`config.mk`:
```
export PLATFORM = sky130hd
export DESIGN_NAME = settings_record_validator_flat
export DESIGN_NICKNAME = d
export VERILOG_FILES = /design/src/hdl/srv_pkg.sv /design/src/hdl/srv_if.sv /design/src/hdl/settings_record_validator.sv /design/src/hdl/srv_capture.sv /design/src/hdl/srv_check.sv /design/src/flat_wrapper.sv
export SDC_FILE = /design/constraint.sdc
export NUM_CORES = 1
export LEC_CHECK = 0
export ABC_AREA = 1
export BUFFER_PORTS_ARGS = -buffer_cell sky130_fd_sc_hd__buf_2
export CELL_PAD_IN_SITES_DETAIL_PLACEMENT = 1
export CELL_PAD_IN_SITES_GLOBAL_PLACEMENT = 1
export CORE_ASPECT_RATIO = 0.6
export CORE_MARGIN = 2
export CORE_UTILIZATION = 42
export DETAILED_ROUTE_END_ITERATION = 16
export PLACE_DENSITY = 0.85
export SYNTH_ARGS = -nofsm -noshare
export SYNTH_HDL_FRONTEND = slang
export SYNTH_SLANG_ARGS = --single-unit
```
`constraint.sdc`:
```
create_clock -name clk_i -period 3.7 [get_ports clk_i]
set_input_delay 0.555 -clock clk_i [delete_from_list [all_inputs] [get_ports clk_i]]
set_output_delay 0.555 -clock clk_i [all_outputs]
set_load 0.03 [all_outputs]
```
`src/hdl/srv_pkg.sv`:
```
// Shared types, constants and the CRC byte step for the settings record validator.
package srv_pkg;

  localparam int RECORD_BYTES_DEF = 512;

  localparam logic [31:0] MAGIC_WORD = 32'h52424b59;
  localparam logic [31:0] CRC_POLY   = 32'hedb88320;
  localparam logic [31:0] CRC_INIT   = 32'hffffffff;
  localparam logic [7:0]  MARKER     = 8'ha5;
  localparam logic [7:0]  VOL_MAX    = 8'd100;
  localparam logic [15:0] FREQ_MIN   = 16'd300;
  localparam logic [15:0] FREQ_MAX   = 16'd1200;
  localparam logic [15:0] SIZE_V23   = 16'd262;
  localparam logic [15:0] SIZE_V1    = 16'd260;
  localparam logic [15:0] VER_1      = 16'd1;
  localparam logic [15:0] VER_2      = 16'd2;
  localparam logic [15:0] VER_3      = 16'd3;

  // Byte offsets of the header fields and the payload window
  localparam int POS_VER     = 4;
  localparam int POS_SIZE    = 6;
  localparam int POS_SEQ     = 8;
  localparam int POS_CRC     = 12;
  localparam int POS_PAYLOAD = 16;
  localparam int POS_END     = 23;

  localparam int CFG_IDX_W = 2;
  localparam logic [CFG_IDX_W-1:0] CFG_OUT_MIN = 2'd0;
  localparam logic [CFG_IDX_W-1:0] CFG_OUT_MAX = 2'd1;
  localparam logic [CFG_IDX_W-1:0] CFG_PTT_MAX = 2'd2;

  typedef enum logic [2:0] {
    ERR_OK     = 3'd0,
    ERR_MAGIC  = 3'd1,
    ERR_VERSZ  = 3'd2,
    ERR_LIMITS = 3'd3,
    ERR_CRC    = 3'd4,
    ERR_LENGTH = 3'd5
  } err_e;

  typedef enum logic [1:0] {
    KIND_NONE = 2'd0,
    KIND_V3   = 2'd1,
    KIND_V2   = 2'd2,
    KIND_V1   = 2'd3
  } kind_e;

  typedef struct packed {
    logic [7:0] out_mode_min;
    logic [7:0] out_mode_max;
    logic [7:0] ptt_mode_max;
  } cfg_t;

  // Record as seen after the current byte has been folded in
  typedef struct packed {
    logic        length_ok;
    logic [31:0] magic;
    logic [15:0] version;
    logic [15:0] size;
    logic [31:0] sequence_num;
    logic [31:0] stored_crc;
    logic [31:0] crc;
    logic [55:0] payload;
  } rec_t;

  // Reflected CRC-32, one byte
  function automatic logic [31:0] crc32_byte(input logic [31:0] crc_in, input logic [7:0] b);
    logic [31:0] c;
    c = crc_in ^ {24'd0, b};
    for (int i = 0; i < 8; i++) begin
      c = (c >> 1) ^ (CRC_POLY & {32{c[0]}});
    end
    return c;
  endfunction

endpackage

```
`src/hdl/srv_if.sv`:
```
// Stream interfaces for record bytes in and check results out.
interface srv_in_if;
  logic       valid;
  logic       ready;
  logic [7:0] data_byte;
  logic       last_byte;

  modport source (output valid, output data_byte, output last_byte, input ready);
  modport sink   (input valid, input data_byte, input last_byte, output ready);
endinterface

interface srv_out_if;
  logic        valid;
  logic        ready;
  logic        record_valid;
  logic [1:0]  format_kind;
  logic [2:0]  error_code;
  logic [31:0] sequence_number;

  modport source (output valid, output record_valid, output format_kind, output error_code,
                  output sequence_number, input ready);
  modport sink   (input valid, input record_valid, input format_kind, input error_code,
                  input sequence_number, output ready);
endinterface

```
`src/hdl/settings_record_validator.sv`:
```
// Settings record validator: top level with input register and configuration registers.
//
// Takes one record byte per transaction, in address order, and returns one result
// transaction for every byte marked last. A byte can be accepted in every clock cycle,
// except while a last byte waits in the input register for the result register to free;
// the last byte passes through the input register, then its result is loaded into the
// result register and held there until it is taken.
// The whole per-byte step (field capture, byte-wide CRC-32 update and, on the last
// byte, all header, payload and CRC checks) sits between those two registers. A
// finished result may wait in the output register while the next record streams in;
// only a second last byte stalls until the result is taken. Write the three mode
// bounds only while no record is in flight. The header layout is little endian:
// magic, version, size, sequence, CRC; the CRC covers the whole record with the CRC
// field read as zeros. A record of the wrong length reports error 5 regardless of
// its content; bytes past RecordBytes are counted but otherwise ignored.
module settings_record_validator #(
  parameter int RecordBytes = srv_pkg::RECORD_BYTES_DEF
) (
  input  logic                           clk_i,
  input  logic                           rst_ni,
  input  logic                           cfg_we_i,
  input  logic [srv_pkg::CFG_IDX_W-1:0]  cfg_idx_i,
  input  logic [7:0]                     cfg_data_i,
  srv_in_if.sink                         in_i,
  srv_out_if.source                      out_o
);
  import srv_pkg::*;

  // Input register
  logic       s1_valid_q, s1_valid_d;
  logic [7:0] s1_byte_q;
  logic       s1_last_q;
  logic       s1_adv;
  logic       in_take;

  cfg_t  cfg_q, cfg_d;
  rec_t  rec;
  logic  res_free;
  logic  res_load;

  // Advance the input register unless it holds a last byte and the result slot is full
  assign s1_adv   = s1_valid_q && (!s1_last_q || res_free);
  assign res_load = s1_adv && s1_last_q;
  assign in_i.ready = !s1_valid_q || s1_adv;
  assign in_take  = in_i.valid && in_i.ready;
  assign s1_valid_d = in_take ? 1'b1 : (s1_adv ? 1'b0 : s1_valid_q);

  always_ff @(posedge clk_i or negedge rst_ni) begin
    if (!rst_ni) begin
      s1_valid_q <= 1'b0;
    end else begin
      s1_valid_q <= s1_valid_d;
    end
  end

  // Hold the payload of the input register until it advances
  always_ff @(posedge clk_i) begin
    if (in_take) begin
      s1_byte_q <= in_i.data_byte;
      s1_last_q <= in_i.last_byte;
    end
  end

  // Configuration registers; indexes past the list are dropped
  always_comb begin
    cfg_d = cfg_q;
    if (cfg_we_i) begin
      unique case (cfg_idx_i)
        CFG_OUT_MIN: cfg_d.out_mode_min = cfg_data_i;
        CFG_OUT_MAX: cfg_d.out_mode_max = cfg_data_i;
        CFG_PTT_MAX: cfg_d.ptt_mode_max = cfg_data_i;
        default:     cfg_d = cfg_q;
      endcase
    end
  end

  always_ff @(posedge clk_i or negedge rst_ni) begin
    if (!rst_ni) begin
      cfg_q.out_mode_min <= 8'd0;
      cfg_q.out_mode_max <= 8'd2;
      cfg_q.ptt_mode_max <= 8'd2;
    end else begin
      cfg_q <= cfg_d;
    end
  end

  srv_capture #(
    .RecordBytes(RecordBytes)
  ) u_capture (
    .clk_i  (clk_i),
    .rst_ni (rst_ni),
    .take_i (s1_adv),
    .byte_i (s1_byte_q),
    .last_i (s1_last_q),
    .rec_o  (rec)
  );

  srv_check u_check (
    .clk_i  (clk_i),
    .rst_ni (rst_ni),
    .load_i (res_load),
    .rec_i  (rec),
    .cfg_i  (cfg_q),
    .free_o (res_free),
    .out_o  (out_o)
  );

  // A closed record always shows up as a result in the next cycle
  a_load_shows: assert property (@(posedge clk_i) disable iff (!rst_ni)
    res_load |=> out_o.valid)
    else $error("result not presented after record close");

  // Never overwrite a result that has not been taken
  a_no_overwrite: assert property (@(posedge clk_i) disable iff (!rst_ni)
    (out_o.valid && !out_o.ready) |-> !res_load)
    else $error("pending result overwritten");

  // A passing record names its version and reports no error
  a_valid_consistent: assert property (@(posedge clk_i) disable iff (!rst_ni)
    (out_o.valid && out_o.record_valid) |->
      (out_o.error_code == ERR_OK && out_o.format_kind != KIND_NONE))
    else $error("record_valid inconsistent with error_code or format_kind");

  // Header-level and length failures carry no format kind
  a_kind_on_fail: assert property (@(posedge clk_i) disable iff (!rst_ni)
    (out_o.valid && (out_o.error_code == ERR_MAGIC || out_o.error_code == ERR_VERSZ ||
     out_o.error_code == ERR_LENGTH)) |-> out_o.format_kind == KIND_NONE)
    else $error("format_kind set on header or length failure");

endmodule

```
`src/hdl/srv_capture.sv`:
```
// Byte counter, header and payload capture, and running CRC.
module srv_capture #(
  parameter int RecordBytes = srv_pkg::RECORD_BYTES_DEF
) (
  input  logic         clk_i,
  input  logic         rst_ni,
  input  logic         take_i,
  input  logic [7:0]   byte_i,
  input  logic         last_i,
  output srv_pkg::rec_t rec_o
);
  import srv_pkg::*;

  localparam int CntW = $clog2(RecordBytes + 2);

  logic [CntW-1:0] count_q, count_d;
  logic [31:0]     crc_q, crc_d;
  logic [31:0]     magic_q, magic_d;
  logic [15:0]     version_q, version_d;
  logic [15:0]     size_q, size_d;
  logic [31:0]     seq_q, seq_d;
  logic [31:0]     scrc_q, scrc_d;
  logic [55:0]     payload_q, payload_d;

  logic [CntW-1:0] pos;
  logic [CntW-1:0] pl_off;
  logic [2:0]      pl_idx;
  logic            in_rec;
  logic            in_crc_field;

  assign pos          = count_q;
  assign pl_off       = pos - CntW'(POS_PAYLOAD);
  assign pl_idx       = pl_off[2:0];
  assign in_rec       = count_q < CntW'(RecordBytes);
  assign in_crc_field = (pos >= CntW'(POS_CRC)) && (pos < CntW'(POS_PAYLOAD));

  always_comb begin
    count_d   = count_q;
    crc_d     = crc_q;
    magic_d   = magic_q;
    version_d = version_q;
    size_d    = size_q;
    seq_d     = seq_q;
    scrc_d    = scrc_q;
    payload_d = payload_q;
    if (take_i && in_rec) begin
      if (pos < CntW'(POS_VER)) begin
        magic_d[{pos[1:0], 3'b000} +: 8] = byte_i;
      end else if (pos < CntW'(POS_SIZE)) begin
        version_d[{pos[0], 3'b000} +: 8] = byte_i;
      end else if (pos < CntW'(POS_SEQ)) begin
        size_d[{pos[0], 3'b000} +: 8] = byte_i;
      end else if (pos < CntW'(POS_CRC)) begin
        seq_d[{pos[1:0], 3'b000} +: 8] = byte_i;
      end else if (pos < CntW'(POS_PAYLOAD)) begin
        scrc_d[{pos[1:0], 3'b000} +: 8] = byte_i;
      end else if (pos < CntW'(POS_END)) begin
        payload_d[{pl_idx, 3'b000} +: 8] = byte_i;
      end
      // The stored CRC field counts as zeros
      crc_d = crc32_byte(crc_q, in_crc_field ? 8'd0 : byte_i);
    end
    if (take_i && (count_q <= CntW'(RecordBytes))) begin
      count_d = count_q + CntW'(1);
    end
  end

  always_comb begin
    rec_o.length_ok    = count_d == CntW'(RecordBytes);
    rec_o.magic        = magic_d;
    rec_o.version      = version_d;
    rec_o.size         = size_d;
    rec_o.sequence_num = seq_d;
    rec_o.stored_crc   = scrc_d;
    rec_o.crc          = crc_d;
    rec_o.payload      = payload_d;
  end

  always_ff @(posedge clk_i or negedge rst_ni) begin
    if (!rst_ni) begin
      count_q   <= '0;
      crc_q     <= CRC_INIT;
      magic_q   <= '0;
      version_q <= '0;
      size_q    <= '0;
      seq_q     <= '0;
      scrc_q    <= '0;
      payload_q <= '0;
    end else if (take_i && last_i) begin
      // Record closed: start the next one fresh
      count_q   <= '0;
      crc_q     <= CRC_INIT;
      magic_q   <= '0;
      version_q <= '0;
      size_q    <= '0;
      seq_q     <= '0;
      scrc_q    <= '0;
      payload_q <= '0;
    end else begin
      count_q   <= count_d;
      crc_q     <= crc_d;
      magic_q   <= magic_d;
      version_q <= version_d;
      size_q    <= size_d;
      seq_q     <= seq_d;
      scrc_q    <= scrc_d;
      payload_q <= payload_d;
    end
  end

endmodule

```
`src/hdl/srv_check.sv`:
```
// Record checks and the result register.
module srv_check (
  input  logic          clk_i,
  input  logic          rst_ni,
  input  logic          load_i,
  input  srv_pkg::rec_t rec_i,
  input  srv_pkg::cfg_t cfg_i,
  output logic          free_o,
  srv_out_if.source     out_o
);
  import srv_pkg::*;

  logic [7:0]  pb [7];
  logic [15:0] freq;
  kind_e       kind;
  err_e        err;
  logic        sane;

  logic        valid_q, valid_d;
  logic        rv_q;
  kind_e       kind_q;
  err_e        err_q;
  logic [31:0] seq_q;

  always_comb begin
    for (int k = 0; k < 7; k++) begin
      pb[k] = rec_i.payload[8*k +: 8];
    end
  end

  assign freq = {pb[3], pb[2]};

  always_comb begin
    kind = KIND_NONE;
    err  = ERR_OK;
    sane = 1'b0;
    if (!rec_i.length_ok) begin
      err = ERR_LENGTH;
    end else if (rec_i.magic != MAGIC_WORD) begin
      err = ERR_MAGIC;
    end else begin
      if (rec_i.version == VER_3 && rec_i.size == SIZE_V23) begin
        kind = KIND_V3;
      end else if (rec_i.version == VER_2 && rec_i.size == SIZE_V23) begin
        kind = KIND_V2;
      end else if (rec_i.version == VER_1 && rec_i.size == SIZE_V1) begin
        kind = KIND_V1;
      end
      if (kind == KIND_NONE) begin
        err = ERR_VERSZ;
      end else begin
        sane = (pb[0] <= VOL_MAX) && (pb[1] <= VOL_MAX) &&
               (freq >= FREQ_MIN) && (freq <= FREQ_MAX);
        if (kind == KIND_V1) begin
          sane = sane && (pb[4] == MARKER);
        end else begin
          sane = sane && (pb[4] >= cfg_i.out_mode_min) &&
                 (pb[4] <= cfg_i.out_mode_max) && (pb[6] == MARKER);
          if (kind == KIND_V3) begin
            sane = sane && (pb[5] <= cfg_i.ptt_mode_max);
          end
        end
        if (!sane) begin
          err = ERR_LIMITS;
        end else if (~rec_i.crc != rec_i.stored_crc) begin
          err = ERR_CRC;
        end
      end
    end
  end

  assign free_o  = !valid_q || out_o.ready;
  assign valid_d = load_i ? 1'b1 : (out_o.ready ? 1'b0 : valid_q);

  always_ff @(posedge clk_i or negedge rst_ni) begin
    if (!rst_ni) begin
      valid_q <= 1'b0;
    end else begin
      valid_q <= valid_d;
    end
  end

  always_ff @(posedge clk_i) begin
    if (load_i) begin
      rv_q   <= err == ERR_OK;
      kind_q <= kind;
      err_q  <= err;
      seq_q  <= rec_i.sequence_num;
    end
  end

  assign out_o.valid           = valid_q;
  assign out_o.record_valid    = rv_q;
  assign out_o.format_kind     = kind_q;
  assign out_o.error_code      = err_q;
  assign out_o.sequence_number = seq_q;

endmodule
```
`src/flat_wrapper.sv`:
```
// flat-port wrapper written by rule: the top's interface ports become plain ports
module settings_record_validator_flat import srv_pkg::*;
#(
  parameter int RecordBytes = srv_pkg::RECORD_BYTES_DEF
)
  (clk_i, rst_ni, cfg_we_i, cfg_idx_i, cfg_data_i, in_i_valid, in_i_data_byte, in_i_last_byte, in_i_ready, out_o_valid, out_o_record_valid, out_o_format_kind, out_o_error_code, out_o_sequence_number, out_o_ready);
  srv_in_if in_i_i ();
  srv_out_if out_o_i ();
  input  logic clk_i;
  input  logic rst_ni;
  input  logic cfg_we_i;
  input  logic [srv_pkg::CFG_IDX_W-1:0] cfg_idx_i;
  input  logic [7:0] cfg_data_i;
  input wire logic [$bits(in_i_i.valid)-1:0] in_i_valid;
  input wire logic [$bits(in_i_i.data_byte)-1:0] in_i_data_byte;
  input wire logic [$bits(in_i_i.last_byte)-1:0] in_i_last_byte;
  output wire logic [$bits(in_i_i.ready)-1:0] in_i_ready;
  output wire logic [$bits(out_o_i.valid)-1:0] out_o_valid;
  output wire logic [$bits(out_o_i.record_valid)-1:0] out_o_record_valid;
  output wire logic [$bits(out_o_i.format_kind)-1:0] out_o_format_kind;
  output wire logic [$bits(out_o_i.error_code)-1:0] out_o_error_code;
  output wire logic [$bits(out_o_i.sequence_number)-1:0] out_o_sequence_number;
  input wire logic [$bits(out_o_i.ready)-1:0] out_o_ready;
  assign in_i_i.valid = in_i_valid;
  assign in_i_i.data_byte = in_i_data_byte;
  assign in_i_i.last_byte = in_i_last_byte;
  assign in_i_ready = in_i_i.ready;
  assign out_o_valid = out_o_i.valid;
  assign out_o_record_valid = out_o_i.record_valid;
  assign out_o_format_kind = out_o_i.format_kind;
  assign out_o_error_code = out_o_i.error_code;
  assign out_o_sequence_number = out_o_i.sequence_number;
  assign out_o_i.ready = out_o_ready;
  settings_record_validator #(.RecordBytes(RecordBytes)) u_core (.clk_i(clk_i), .rst_ni(rst_ni), .cfg_we_i(cfg_we_i), .cfg_idx_i(cfg_idx_i), .cfg_data_i(cfg_data_i), .in_i(in_i_i), .out_o(out_o_i));
endmodule
```
# ---- Word level (Yosys, flattened, before mapping)
# Index checks and enable logic that the tools add are counted.
dict set report word_totals {
  ff_bits 299
  output_inout_bits 40
  word_cells 166
}
dict set report classes {
  n_addsub 5
  n_lt_le_gt_ge 16
  eq_ne 14
  n_shift 6
  n_mux 63
  bitwise 11
  reduce_logical 32
}
# op n
set ops {}
lappend ops {{two-way mux 32 bit} 18}
lappend ops {{two-way mux 56 bit} 8}
lappend ops {{XOR 31 x 32 -> 32 bit} 8}
lappend ops {{two-way mux 16 bit} 9}
lappend ops {{bitwise mux 32 bit} 3}
lappend ops {{bitwise mux 56 bit} 1}
lappend ops {{variable shift 8 x 8 -> 56 bit (first input constant)} 1}
lappend ops {{variable part select 8 x 8 -> 56 bit} 1}
lappend ops {{bitwise mux 16 bit} 2}
lappend ops {{equality test 16 x 2 -> 1 bit (second input constant)} 2}
lappend ops {{equality test 16 x 9 -> 1 bit (second input constant)} 2}
lappend ops {{!= test 32 x 31 -> 1 bit (second input constant)} 1}
lappend ops {{!= test 32 bit} 1}
lappend ops {{NOT 32 bit} 1}
lappend ops {{variable shift 8 x 7 -> 32 bit (first input constant)} 1}
lappend ops {{variable part select 8 x 7 -> 32 bit} 1}
lappend ops {{XOR 32 x 8 -> 32 bit} 1}
lappend ops {{< comparator 10 x 3 -> 1 bit (second input constant)} 2}
lappend ops {{< comparator 10 x 4 -> 1 bit (second input constant)} 2}
lappend ops {{< comparator 10 x 5 -> 1 bit (second input constant)} 2}
lappend ops {{two-way mux 10 bit} 2}
lappend ops {{logical AND 1 bit} 17}
lappend ops {{equality test 16 x 1 -> 1 bit (second input constant)} 1}
lappend ops {{equality test 8 bit (second input constant)} 2}
lappend ops {{other kinds (30)} 58}

# ---- Depth between registers and ports, before layout
# Gate-level depths: netlist of the first run.
dict set report depth {
  word_depth 29
  depth_mapped 30
}

# ---- By module
# From an unflattened synthesis of the first run, not the netlist that was laid out.
dict set report unflattened {
  cells_unflattened 2172
  hier_area_um2 16633.5
}
# mod n_inst cells_each area_each_um2 seq_area_each_um2
set by_module_without_submodules {}
lappend by_module_without_submodules {srv_capture 1 1709 12341.8 5695.5}
lappend by_module_without_submodules {srv_check 1 338 2910.3 1166.1}
lappend by_module_without_submodules {settings_record_validator 1 125 1381.3 898.4}

# ---- Worst setup path after synthesis of the first run
# No wires, ideal clock.
dict set report synth_timing {
  path_type {register to register}
  from {reg u_core.u_capture.count_q[0]}
  to {reg u_core.u_check.err_q[1], in the netlist u_core.u_check.out_o.error_code[1] (data pin)}
  t_arrival_ps 3371
  slack_ps 80
  path_stages_with_launch 28
  n_path_buf 2
  period_less_slack_ps 3620
  cell_sequence {dfrtp_1 > buf_6 > inv_2 > ha_1 > nor2_4 > inv_2 > nor2_2 > nand3_2 > nor2_4 > nand2_2 > buf_6 > nand2_1 > o21a_1 > inv_1 > ha_1 > nand2_1 > nor2_1 > nand3_1 > o21ai_0 > nand2_1 > nor2_1 > nand2_1 > nor2_1 > nand2_1 > o21bai_2 > nand3_1 > nand2_1 > inv_1}
}
dict set report synth_via {
  elab_chain_len 28
}
# element line
set synth_rtl {}
lappend synth_rtl {{start: declaration} srv_capture.sv:16} ;# logic [CntW-1:0] count_q, count_d;
lappend synth_rtl {{start signal: assignment} srv_capture.sv:100} ;# count_q <= count_d;
lappend synth_rtl {{parallel branches: the longest is 27 deep, another holds >= comparator 16 x 9 -> 1 bit} n/a}
lappend synth_rtl {{two-way mux 3 bit (*)} srv_check.sv:37} ;# if (!rec_i.length_ok) begin
lappend synth_rtl {{named net u_core.u_check.err[1]} srv_check.sv:16} ;# err_e err;
lappend synth_rtl {{end signal: assignment} srv_check.sv:87} ;# err_q <= err;
lappend synth_rtl {{end: declaration} srv_check.sv:22} ;# err_e err_q;
# Mark *: on every way through the listed nets, which the timed path passes. The select of a mux whose other input is x is not followed.
# A chain may end at the register's enable or synchronous reset.

# ---- Worst setup path after layout of the first run
dict set report layout_timing {
  from {reg u_core.u_capture.count_q[7]}
  to {reg u_core.u_check.err_q[2], in the netlist u_core.u_check.out_o.error_code[2] (data pin)}
}
dict set report layout_via {
  elab_chain_len 25
}
# element line
set layout_rtl {}
lappend layout_rtl {{parallel branches: the longest is 24 deep, another holds >= comparator 16 x 9 -> 1 bit} n/a}
lappend layout_rtl {{two-way mux 3 bit (*)} srv_check.sv:37}
lappend layout_rtl {{named net u_core.u_check.err[2]} srv_check.sv:16}
# Marks and branches as above.

==> impl_metrics.tcl, run 1 <==
set metrics [dict create \
    grt_start_max_net_pins 114 \
    io_pins 64 \
    arrival_ns 3.97 \
    antenna_violating_nets_post_route 0 \
    status "complete, no violations" \
    grt_remaining_overflow 0 \
    critical_path.endpoint_type "flip-flop" \
    power_density_nw_per_um2 679 \
    crit_path_time_final_ns 3.62 \
    yosys_register_bits 299 \
    syn-cell-area_sq_um 17100 \
    finalMaxSlewViolations 0 \
    dp_slack_ns -0.0569 \
    number_of_enable_flip_flop_cells_after_synthesis 47 \
    die_area_sq_um 42300 \
    placement.io_buffers 63 \
    syn_to_final_growth_pct 16.8 \
    route.detailed.vias_per_inst 5.52 \
    finalCoreUtilization_pct 49.5 \
    final_nets 2539 \
    worstSetupStartpointType "flip-flop" \
    worstSetupPathType "flip-flop to flip-flop" \
    clk_pin_slew_worst_paths_ns 0.07 \
    cts_hold_buf 0 \
    core-area_sq_um 40300 \
    synth_most_common_cell "nand2_1" \
    worst-slew-pin-transition_ns 0.945 \
    antenna_violations_before_repair 0 \
    clock-skew-final_ns 0.0164 \
    reg2reg_start "u_core.u_capture.count_q[7]$_DFF_PN0_" \
    synth_sequential_area_ratio_pct 45.5 \
    grt_pass1_vias 16998 \
    die_h_um 160 \
    setup_viol 0 \
    post_synth_most_frequent_cells "756 x nand2_1, 297 x nor2_1, 294 x inv_1" \
    track_usage_pct 30.2 \
    drt-initial-drc-count 1584 \
    cts.htree.levels 1 \
    syn-num-nets 2402 \
    worstHoldPathType "input port to asynchronous set/reset pin" \
    synth_area_leaders "dfrtp_1 32%, nand2_1 17%, edfxtp_1 8.3%" \
    timing.critical_path.buf_inv 3 \
    primary_flip_flop_cell_chosen_by_synthesis_mapping "dfrtp_1" \
    die_x_um 264 \
    finalHoldViolCount 0 \
    worst-endpoint-required_ns 4.04 \
    cap_viol_max_count 0 \
    place_congestion 0.972 \
    root_driver "clkbuf_16" \
    max-vdd-ir-drop_mv 0.413 \
    crit_path_start "u_core.u_capture.count_q[7]$_DFF_PN0_" \
    power_leakage_nw 10.7 \
    mean_cell_area_of_the_mapped_netlist_sq_um 7.27 \
    synth_top_area_share_pct 32.0 \
    drcViolationCount 0 \
    cts.sink_count 299 \
    period_share_pct 97.9 \
    crit_chain "nor2_4 > nand2_4 > inv_2 > nand2_4 > buf_4 > nand2_1 > nand2_1 > nand2_2 > nand2_1 > nand2_2 > buf_4 > nand3_1 > nand3_1 > nand2_1 > nand2_1 > nand2_1 > nor2_1 > nand2_1 > nor2_1 > nand3_2 > nand2_1 > nand2_1" \
    dp.final_hpwl_mm 48.3 \
    clkLatencyLatePin_ns 0.59 \
    ys_async_sr_fraction_pct 84.3 \
    post_route_worst_setup_slack_ns 0.0771 \
    path_delay_family "simple AND/OR/NAND/NOR gates" \
    yosysWarnings 0 \
    detailedRoute.firstPassIterationCount 5 \
    grt_pass1_wl_mm 99.1 \
    initial_core_utilization_pct 42.4 \
    post_drt_wl_per_cell_um 21.3 \
    routed_wl_mm 64.8 \
    critical_path_peak_fanout 11 \
    cts-root-to-sink-buffers 3 \
    std_cell_rows 57 \
    post_synth_num_cell_types 49 \
    worst_path_most_repeated_cell "nand2_1" \
    post_route_cells_drive_above_1_share_pct 16.1 \
    cts_made_buffers 30 \
    timing.slew.headroom_pct 37.0 \
    antenna_diode_count 0 \
    worst_path_largest_cell_delay_ns 0.43 \
    synth.largest_area_cell "dfrtp_1" \
    timing.fmax_mhz 276 \
    routed-via-count 16779 \
    synth_cells 2347 \
    cts_tree "built" \
    worst_path_max_delay_cell "dfrtp_1" \
]
-- routing by layer --
layer | up-vias | GRT usage (%) | routed length (um)
met5 | - | 0 | 0
met4 | 0 | 4.98 | 1130
met3 | 92 | 7.42 | 6400
met2 | 670 | 43.8 | 26900
met1 | 8360 | 45.8 | 30300
li1 | 7657 | - | -
-- area by class of cell --
class                      instances  area, sq um
multi-input combinational       1659         7970
fill                            5083        20400
tap                              531          664
sequential                       299         7760
clock buffer                      40          818
timing repair buffer             179         1300
inverter                         315         1190
clock inverter                    16          243
-- timing repair --
action / in CTS / in global routing
pin swaps: 0 / 15
setup endpoints to repair: 6 / 6
setup buffers: 0 / 7
gates cloned: 0 / 2
resized for setup: 8 / 68
-- per-stage QoR --
step	cells	power (W)	TNS [ns]	cell area (sq um)	hold slack [ns]
after detailed placement	2974	0.00981	-0.161	18600	0.478
after floorplan	2347	0.00771	0	17100	0.259
after global placement	2974	0.00951	0	18600	0.469
after global routing	3039	0.0143	-0.0871	19900	0.116
final	3039	0.0135	0	19900	0.0641
after CTS	3030	0.0132	0	19600	0.0941
-- cell usage in the layout, fill, tap and decap left out, types with 25 or more instances in the layout --
cell type,synthesis,routed
nand2_2,19,28
edfxtp_1,47,47
dfrtp_1,218,217
o21ai_1,27,31
dfstp_2,34,34
o21ai_0,88,79
nor3_1,29,27
a21oi_1,58,53
nand2_1,756,744
nand3_1,196,193
buf_4,10,104
nand4_1,40,40
nor2_1,297,290
ha_1,31,25
inv_1,294,290
clkbuf_16,0,30
buf_2,19,62
-- power by group --
part / switching [W] / internal, W / leakage (nW)
clock network: 0.00142 / 0.00197 / 0.522
logic: 0.00410 / 0.00174 / 6.41
registers: 0.000338 / 0.00397 / 3.78
total: 0.00586 / 0.00769 / 10.7
-- logic make-up after synthesis --
group                    count (synthesis)  share of synthesized area, %
buffers and inverters                  391                          9.40
multiplexers                             3                         0.176
adder cells (fa/ha/maj)                 31                          2.27
flip-flops                             299                          45.5
XOR/XNOR                                 8                         0.410
AO/OA/AOI/OAI                          208                          6.65
AND/OR/NAND/NOR                       1407                          35.6
-- flip-flops by register name (all words and copies together), names as in the netlist --
register and flops:
u_core.cfg_q 24, u_core.s1_byte_q 8, u_core.s1_last_q 1, u_core.s1_valid_q 1, u_core.u_capture.count_q 10, u_core.u_capture.crc_q 32
u_core.u_capture.magic_q 32, u_core.u_capture.payload_q 56, u_core.u_capture.scrc_q 32, u_core.u_capture.seq_q 32, u_core.u_capture.size_q 16, u_core.u_capture.version_q 16
u_core.u_check.out_o.error_code 3, u_core.u_check.out_o.format_kind 2, u_core.u_check.out_o.record_valid 1, u_core.u_check.out_o.sequence_number 32, u_core.u_check.out_o.valid 1
-- worst paths after layout --
kind	to	slack (ns)	cells after the start
min reg2reg	u_core.cfg_q[13]$_DFFE_PN0P_	0.50	2
max	u_core.u_check.out_o.error_code[2]$_DFFE_PP_	0.08	22
max in group asynchronous	u_core.u_capture.crc_q[28]$_DFF_PN1_	2.62	2
min in group clk_i	u_core.s1_byte_q[0]$_DFFE_PP_	0.13	1
min	u_core.u_capture.version_q[14]$_DFF_PN0_	0.06	1
max reg2reg	u_core.u_check.out_o.error_code[2]$_DFFE_PP_	0.08	22
Power figures use the tool's default switching activity.
==> inputs of run 2 (changes only) <==
- ABC_CLOCK_PERIOD_IN_PS: not set -> 3700
- PLACE_DENSITY: 0.85 -> 0.86
==> run 2 against run 1 <==
Compared with the run above: the flow now finishes with violations (negative hold slack, negative setup slack); via count is 0.52% lower; non-clock buffer count is 22 higher; largest power group unchanged; power is 1.8% lower; wire length hardly changed; sequential power hardly changed.
==> impl_metrics.tcl, run 2 (synthesis gave the netlist of run 1 again) <==
set metrics [dict create \
    place_congestion 0.959 \
    drt-initial-drc-count 1417 \
    timing.slew.headroom_pct 29.3 \
    num-fill-cells 5083 \
    worst-slew-pin-transition_ns 1.06 \
    io_pins 64 \
    p_total_w 0.0133 \
    failed_checks "negative hold slack, negative setup slack" \
    std_cell_rows 57 \
    cts_hold_buf 0 \
    clkLatencyLatePin_ns 0.59 \
    grt_remaining_overflow 0 \
    dp_slack_ns -0.0464 \
    grt_setup_unrepaired "yes" \
    antenna_violations_before_repair 2 \
    root_driver "clkbuf_16" \
    initial_core_utilization_pct 42.4 \
    worstSetupPathType "flip-flop to flip-flop" \
    detailedRoute.firstPassIterationCount 5 \
    routed_wl_mm 64.8 \
    post-place-cells 2992 \
    critical_path_peak_fanout 8 \
    setup-tns-final_ns -0.00438 \
    crit_path_time_final_ns 3.70 \
    antenna_violating_nets_post_route 0 \
    worst-endpoint-required_ns 4.16 \
    die_area_sq_um 42300 \
    setup_viol 1 \
    finalHoldViolCount 1 \
    cts.htree.levels 1 \
    worstSetupStartpointType "flip-flop" \
    grt_pass1_vias 16974 \
    clk_pin_slew_worst_paths_ns 0.07 \
    die_h_um 160 \
    cts.sink_count 299 \
    critical_path.reg2reg.endpoint "u_core.u_check.out_o.error_code[2]$_DFFE_PP_" \
    die_x_um 264 \
    multi_input_area_sq_um 7960 \
    syn_to_final_growth_pct 16.9 \
    post_route_worst_setup_slack_ns -0.00438 \
    post_layout_nonfiller_instances 3060 \
    finalCoreUtilization_pct 49.5 \
    dp.final_hpwl_mm 49.1 \
    cts_tree "built" \
    core-area_sq_um 40300 \
    track_usage_pct 30.3 \
    cts_made_buffers 30 \
    power_leakage_nw 10.8 \
    max_flop_register "u_core.u_capture.payload_q" \
    final_nets 2559 \
    post_route_cells_drive_above_1_share_pct 16.8 \
    grt_start_max_net_pins 106 \
    r2r.worst_path.cells 25 \
    placement.io_buffers 63 \
    max-vdd-ir-drop_mv 0.345 \
    finalMaxSlewViolations 0 \
    fin_hold_ws_ns -0.000721 \
    routed-via-count 16691 \
    clock-skew-final_ns 0.0144 \
    final_common_cell "nand2_1" \
    post_drt_wl_per_cell_um 21.2 \
    route.detailed.vias_per_inst 5.45 \
    status "finished with violations" \
    period_share_pct 100 \
    seq_cell_area_sq_um 7760 \
    final_cell_mix "746 x nand2_1, 291 x nor2_1, 289 x inv_1" \
    timing.fmax_mhz 270 \
    arrival_ns 4.16 \
    largest_register_ff_count 56 \
    critical_path.endpoint_type "flip-flop" \
    regToRegSetupSlack_ns -0.004 \
    power_density_nw_per_um2 666 \
    grt_pass1_wl_mm 98.9 \
    worstHoldPathType "input port to asynchronous set/reset pin" \
    cts-root-to-sink-buffers 3 \
    cap_viol_max_count 0 \
    drcViolationCount 0 \
    reg2reg_start "u_core.u_capture.count_q[1]$_DFF_PN0_" \
]
run 2: cell types whose count changed in the layout (fill, tap and decap cells not counted), moves of 2 or more:
| cell | before | now |
|---|---|---|
| buf_4 | 104 | 128 |
| bufinv_16 | 6 | 0 |
| clkinv_2 | 6 | 11 |
| clkinvlp_4 | 0 | 3 |
| nand2_2 | 28 | 25 |
| buf_6 | 5 | 3 |
| ha_4 | 4 | 6 |
| nand2_1 | 744 | 746 |
| nor2_4 | 12 | 10 |
| o21ai_2 | 6 | 4 |
run 2: how the worst max path moves through the flow:
stage                                                from                                            to  depth (start not counted)
floorplan           u_core.u_capture.count_q[0]$_DFF_PN0_  u_core.u_check.out_o.error_code[1]$_DFFE_PP_                         27
global placement    u_core.u_capture.count_q[3]$_DFF_PN0_  u_core.u_check.out_o.error_code[2]$_DFFE_PP_                         21
detailed placement  u_core.u_capture.count_q[0]$_DFF_PN0_  u_core.u_check.out_o.error_code[2]$_DFFE_PP_                         26
CTS                 u_core.u_capture.count_q[1]$_DFF_PN0_  u_core.u_check.out_o.error_code[2]$_DFFE_PP_                         26
global route        u_core.u_capture.count_q[0]$_DFF_PN0_  u_core.u_check.out_o.error_code[2]$_DFFE_PP_                         25
finish              u_core.u_capture.count_q[1]$_DFF_PN0_  u_core.u_check.out_o.error_code[2]$_DFFE_PP_                         25
run 2: worst max-delay path, cell delays in order, from the launching register on:
cell and delay (ns):
dfrtp_1 0.41, inv_2 0.10, ha_4 0.22, nor2_4 0.12, inv_2 0.07, nor2_4 0.12, nand3_2 0.09, nor2_4 0.18
nand2_4 0.13, buf_8 0.17, buf_4 0.14, o31ai_4 0.17, inv_2 0.08, ha_4 0.26, nand3_1 0.06, o21ai_1 0.13
nand2_1 0.06, nor2_1 0.10, nand2_1 0.08, nor2_2 0.17, nand2_1 0.10, o21bai_2 0.21, nand4_2 0.16, inv_1 0.10
nand2_1 0.07, nand2_1 0.09
run 2: what timing repair did:
item	CTS	global route
endpoints found under the hold margin	0	0
gates resized for setup	5	70
setup endpoints to repair	4	5
pin swaps	0	26
buffers inserted	0	11
run 2: where the power goes:
part           total, W  switching, W  internal [W]  leakage [nW]
sequential      0.00432      0.000346       0.00397          3.78
combinational   0.00596       0.00415       0.00182          6.52
clock           0.00302       0.00143       0.00159         0.460
total            0.0133       0.00592       0.00738          10.8
run 2: stage by stage:
step	area (sq um)	hold WS, ns
after global placement	18700	0.467
final	20000	-0.000721
after detailed placement	18700	0.479
after CTS	19600	0.0639
after floorplan	17100	0.259
after global routing	20000	0.0547
run 2: final cells by class:
type                            instances  area share, %
Sequential cell                       299           38.9
Clock inverter                         16          0.451
Clock buffer                           40           4.21
Inverter                              315           5.96
Timing Repair Buffer                  201           7.29
Tap cell                              531           3.33
Antenna cell                            1         0.0125
Multi-Input combinational cell       1657           39.9
run 2: metal layers:
metal | vias up | track usage [%] | wire length (um)
met1 | 8344 | 45.1 | 30200
met5 | - | 0 | 13
met2 | 557 | 44.0 | 27200
met3 | 82 | 8.84 | 6350
li1 | 7706 | - | -
met4 | 2 | 5.35 | 1040
==> inputs of run 3 (changes only) <==
- ABC_CLOCK_PERIOD_IN_PS: 3700 -> 3300
- CTS_CLUSTER_DIAMETER: not set -> 60
- PLACE_DENSITY: 0.86 -> 0.85
- SYNTH_HIERARCHICAL: not set -> 1
- clock period: 3.7 -> 3.3 ns (I/O delays scaled with it)
==> run 3 against run 2 <==
Compared with the run above: the run ends with negative setup slack left; wire length rose by 24%; register-to-register slack got worse by 0.59 ns; area after synthesis fell by 2.6%; sequential share of layout area fell by 4.0 points; first-iteration DRC count rose by 47%; maximum frequency fell by 4.8%; global-route usage rose by 2.5 points; non-clock buffer count rose by 178; combinational power rose by 46%; clock skew rose by 0.013 ns; worst hold slack improved by 0.066 ns; final area rose by 12%; critical path type unchanged; largest cell class unchanged.
==> impl_metrics.tcl, run 3 <==
set metrics [dict create \
    finalMaxSlewViolations 0 \
    detailedRoute.firstPassIterationCount 6 \
    power_leakage_nw 11.8 \
    die_area_sq_um 41300 \
    finalHoldViolCount 0 \
    synth_sequential_area_ratio_pct 46.7 \
    period_share_pct 118 \
    post_synth_most_frequent_cells "551 x nand2_1, 363 x inv_1, 272 x nor2_1" \
    cts-root-to-sink-buffers 3 \
    grt_pass1_vias 18168 \
    arrival_ns 4.37 \
    primary_flip_flop_cell_chosen_by_synthesis_mapping "dfrtp_1" \
    finalCoreUtilization_pct 57.1 \
    grt_remaining_overflow 0 \
    antenna_violating_nets_post_route 0 \
    place_congestion 0.924 \
    crit_path_time_final_ns 3.89 \
    status "finished with violations" \
    die_x_um 261 \
    io_pins 64 \
    cts_made_buffers 31 \
    antenna_violations_before_repair 2 \
    clk_pin_slew_worst_paths_ns 0.09 \
    worstSetupPathType "flip-flop to flip-flop" \
    worstSetupStartpointType "flip-flop" \
    mean_cell_area_of_the_mapped_netlist_sq_um 7.66 \
    synth_most_common_cell "nand2_1" \
    core-area_sq_um 39000 \
    largest_register_ff_count 56 \
    post_synth_num_cell_types 51 \
    setup_viol 6 \
    root_driver "clkbuf_16" \
    route.detailed.vias_per_inst 5.90 \
    syn-cell-area_sq_um 16600 \
    grt_setup_unrepaired "yes" \
    final_nets 2582 \
    ys_async_sr_fraction_pct 84.3 \
    post_route_worst_setup_slack_ns -0.593 \
    yosysWarnings 6 \
    syn_to_final_growth_pct 33.9 \
    synth_cells 2172 \
    timing.hold.worst_path_depth 1 \
    drt-initial-drc-count 2077 \
    failed_checks "negative setup slack" \
    syn-num-nets 2227 \
    r2r.worst_path.cells 25 \
    worst-endpoint-required_ns 3.78 \
    critical_path.endpoint_type "flip-flop" \
    synth_top_area_share_pct 32.8 \
    clock-skew-final_ns 0.0276 \
    cap_viol_max_count 0 \
    critical_path_peak_fanout 5 \
    std_cell_rows 56 \
    routed-via-count 18138 \
    grt_pass1_wl_mm 103 \
    routed_wl_mm 80.2 \
    post_drt_wl_per_cell_um 26.1 \
    max_flop_register "u_core/u_capture/payload_q" \
    final_common_cell "nand2_1" \
    grt_start_max_net_pins 80 \
    worstHoldPathType "input port to flip-flop" \
    synth_area_leaders "dfrtp_1 33%, nand2_1 12%, edfxtp_1 8.5%" \
    placement.io_buffers 63 \
    antenna_diode_count 0 \
    final_cell_mix "483 x nand2_1, 339 x inv_1, 276 x buf_4" \
    number_of_enable_flip_flop_cells_after_synthesis 47 \
    drcViolationCount 0 \
    power_density_nw_per_um2 773 \
    dp.final_hpwl_mm 42.7 \
    placed_area_sq_um 19200 \
    max-vdd-ir-drop_mv 0.492 \
    initial_core_utilization_pct 42.6 \
    fin_area_sq_um 22300 \
    timing.fmax_mhz 257 \
    post_route_cells_drive_above_1_share_pct 31.7 \
    clkLatencyLatePin_ns 0.62 \
    synth.largest_area_cell "dfrtp_1" \
    cts.htree.levels 1 \
    worst-slew-pin-transition_ns 0.725 \
    track_usage_pct 32.8 \
    die_h_um 158 \
    yosys_register_bits 299 \
    timing.slew.headroom_pct 51.7 \
    cts.sink_count 299 \
    cts_tree "built" \
]
-- run 3: cell types whose count changed after synthesis, moves of 17 or more --
cell,change
nor2_1,-25
inv_1,+69
nand3_1,-104
nand2_2,+17
xor2_1,+55
nand2_1,-205
o21ai_0,+37
-- run 3: cell families after synthesis --
group                    share of synthesized area (%)
adder cells (fa/ha/maj)                           2.33
AO/OA/AOI/OAI                                     7.51
flip-flops                                        46.7
XOR/XNOR                                          3.68
AND/OR/NAND/NOR                                   29.5
buffers and inverters                             10.4
-- run 3: per-layer routing --
metal / routed length, um / track usage [%] / up-vias
met5: 12 / 0 / -
met2: 36100 / 52.8 / 1246
met1: 30600 / 42.3 / 8967
met3: 8090 / 8.57 / 495
li1: - / - / 7428
met4: 5370 / 13.0 / 2
-- run 3: where the power goes --
part | internal [W] | switching, W
combinational | 0.00301 | 0.00567
clock | 0.00195 | 0.00173
sequential | 0.00444 | 0.000425
-- run 3: worst paths after layout --
kind | from | end | slack [ns]
min in group asynchronous | rst_ni | u_core/u_capture/magic_q[4]$_DFF_PN0_ | 0.43
worst min-delay path | in_i_data_byte[3] | u_core/s1_byte_q[3]$_DFFE_PP_ | 0.07
worst max register to register | u_core/u_capture/count_q[1]$_DFF_PN0_ | u_core/u_check/out_o.error_code[2]$_DFFE_PP_ | -0.59
worst min register to register | u_core/cfg_q[20]$_DFFE_PN0P_ | u_core/cfg_q[20]$_DFFE_PN0P_ | 0.49
max in group asynchronous | rst_ni | u_core/cfg_q[2]$_DFFE_PN0P_ | 1.83
worst max-delay path | u_core/u_capture/count_q[1]$_DFF_PN0_ | u_core/u_check/out_o.error_code[2]$_DFFE_PP_ | -0.59
-- run 3: cell type report --
cell class,instances,area (sq um)
Clock inverter,15,118
Multi-Input combinational cell,1435,8400
Inverter,378,1450
Clock buffer,43,881
Fill cell,4646,16800
Sequential cell,299,7760
Timing Repair inverter,3,28.8
Timing Repair Buffer,379,2980
Tap cell,522,653
-- run 3: stage by stage --
step | hold slack, ns | worst slack, ns | setup TNS [ns] | cells | total power (W)
after floorplan | 0.199 | 0.0300 | 0 | 2172 | 0.00830
after global placement | 0.457 | -0.290 | -1.34 | 2929 | 0.0107
after detailed placement | 0.467 | -0.581 | -2.90 | 2929 | 0.0110
after CTS | 0.0672 | 0.00141 | 0 | 3044 | 0.0153
after global routing | 0.0647 | -0.645 | -3.15 | 3074 | 0.0177
final | 0.0657 | -0.593 | -2.81 | 3074 | 0.0172
-- run 3: critical path, stage by stage, from the launching register on --
cell and delay (ns):
dfrtp_2 0.44, inv_2 0.10, ha_4 0.22, nor2_2 0.20, clkinv_2 0.16, nor3_4 0.27
nand2_4 0.11, buf_4 0.18, nand2_1 0.11, o21ai_2 0.10, inv_1 0.19, ha_1 0.20
inv_1 0.06, nand2_1 0.09, nand2_1 0.07, nand2_1 0.10, nand2_1 0.08, nand2_1 0.11
nand2_1 0.09, nand2_1 0.13, nand2_2 0.10, nor2_4 0.12, nand4_4 0.15, nand2_4 0.13
nand3_2 0.11, nand2_1 0.11
-- run 3: timing repair --
action / in CTS / in global routing
cloned: 4 / 5
hold buffers: 1 / 0
gates resized for setup: 162 / 209
buffers inserted: 52 / 28
setup endpoints to repair: 6 / 45
hold endpoints to repair: 62 / 0
pin swaps: 59 / 86
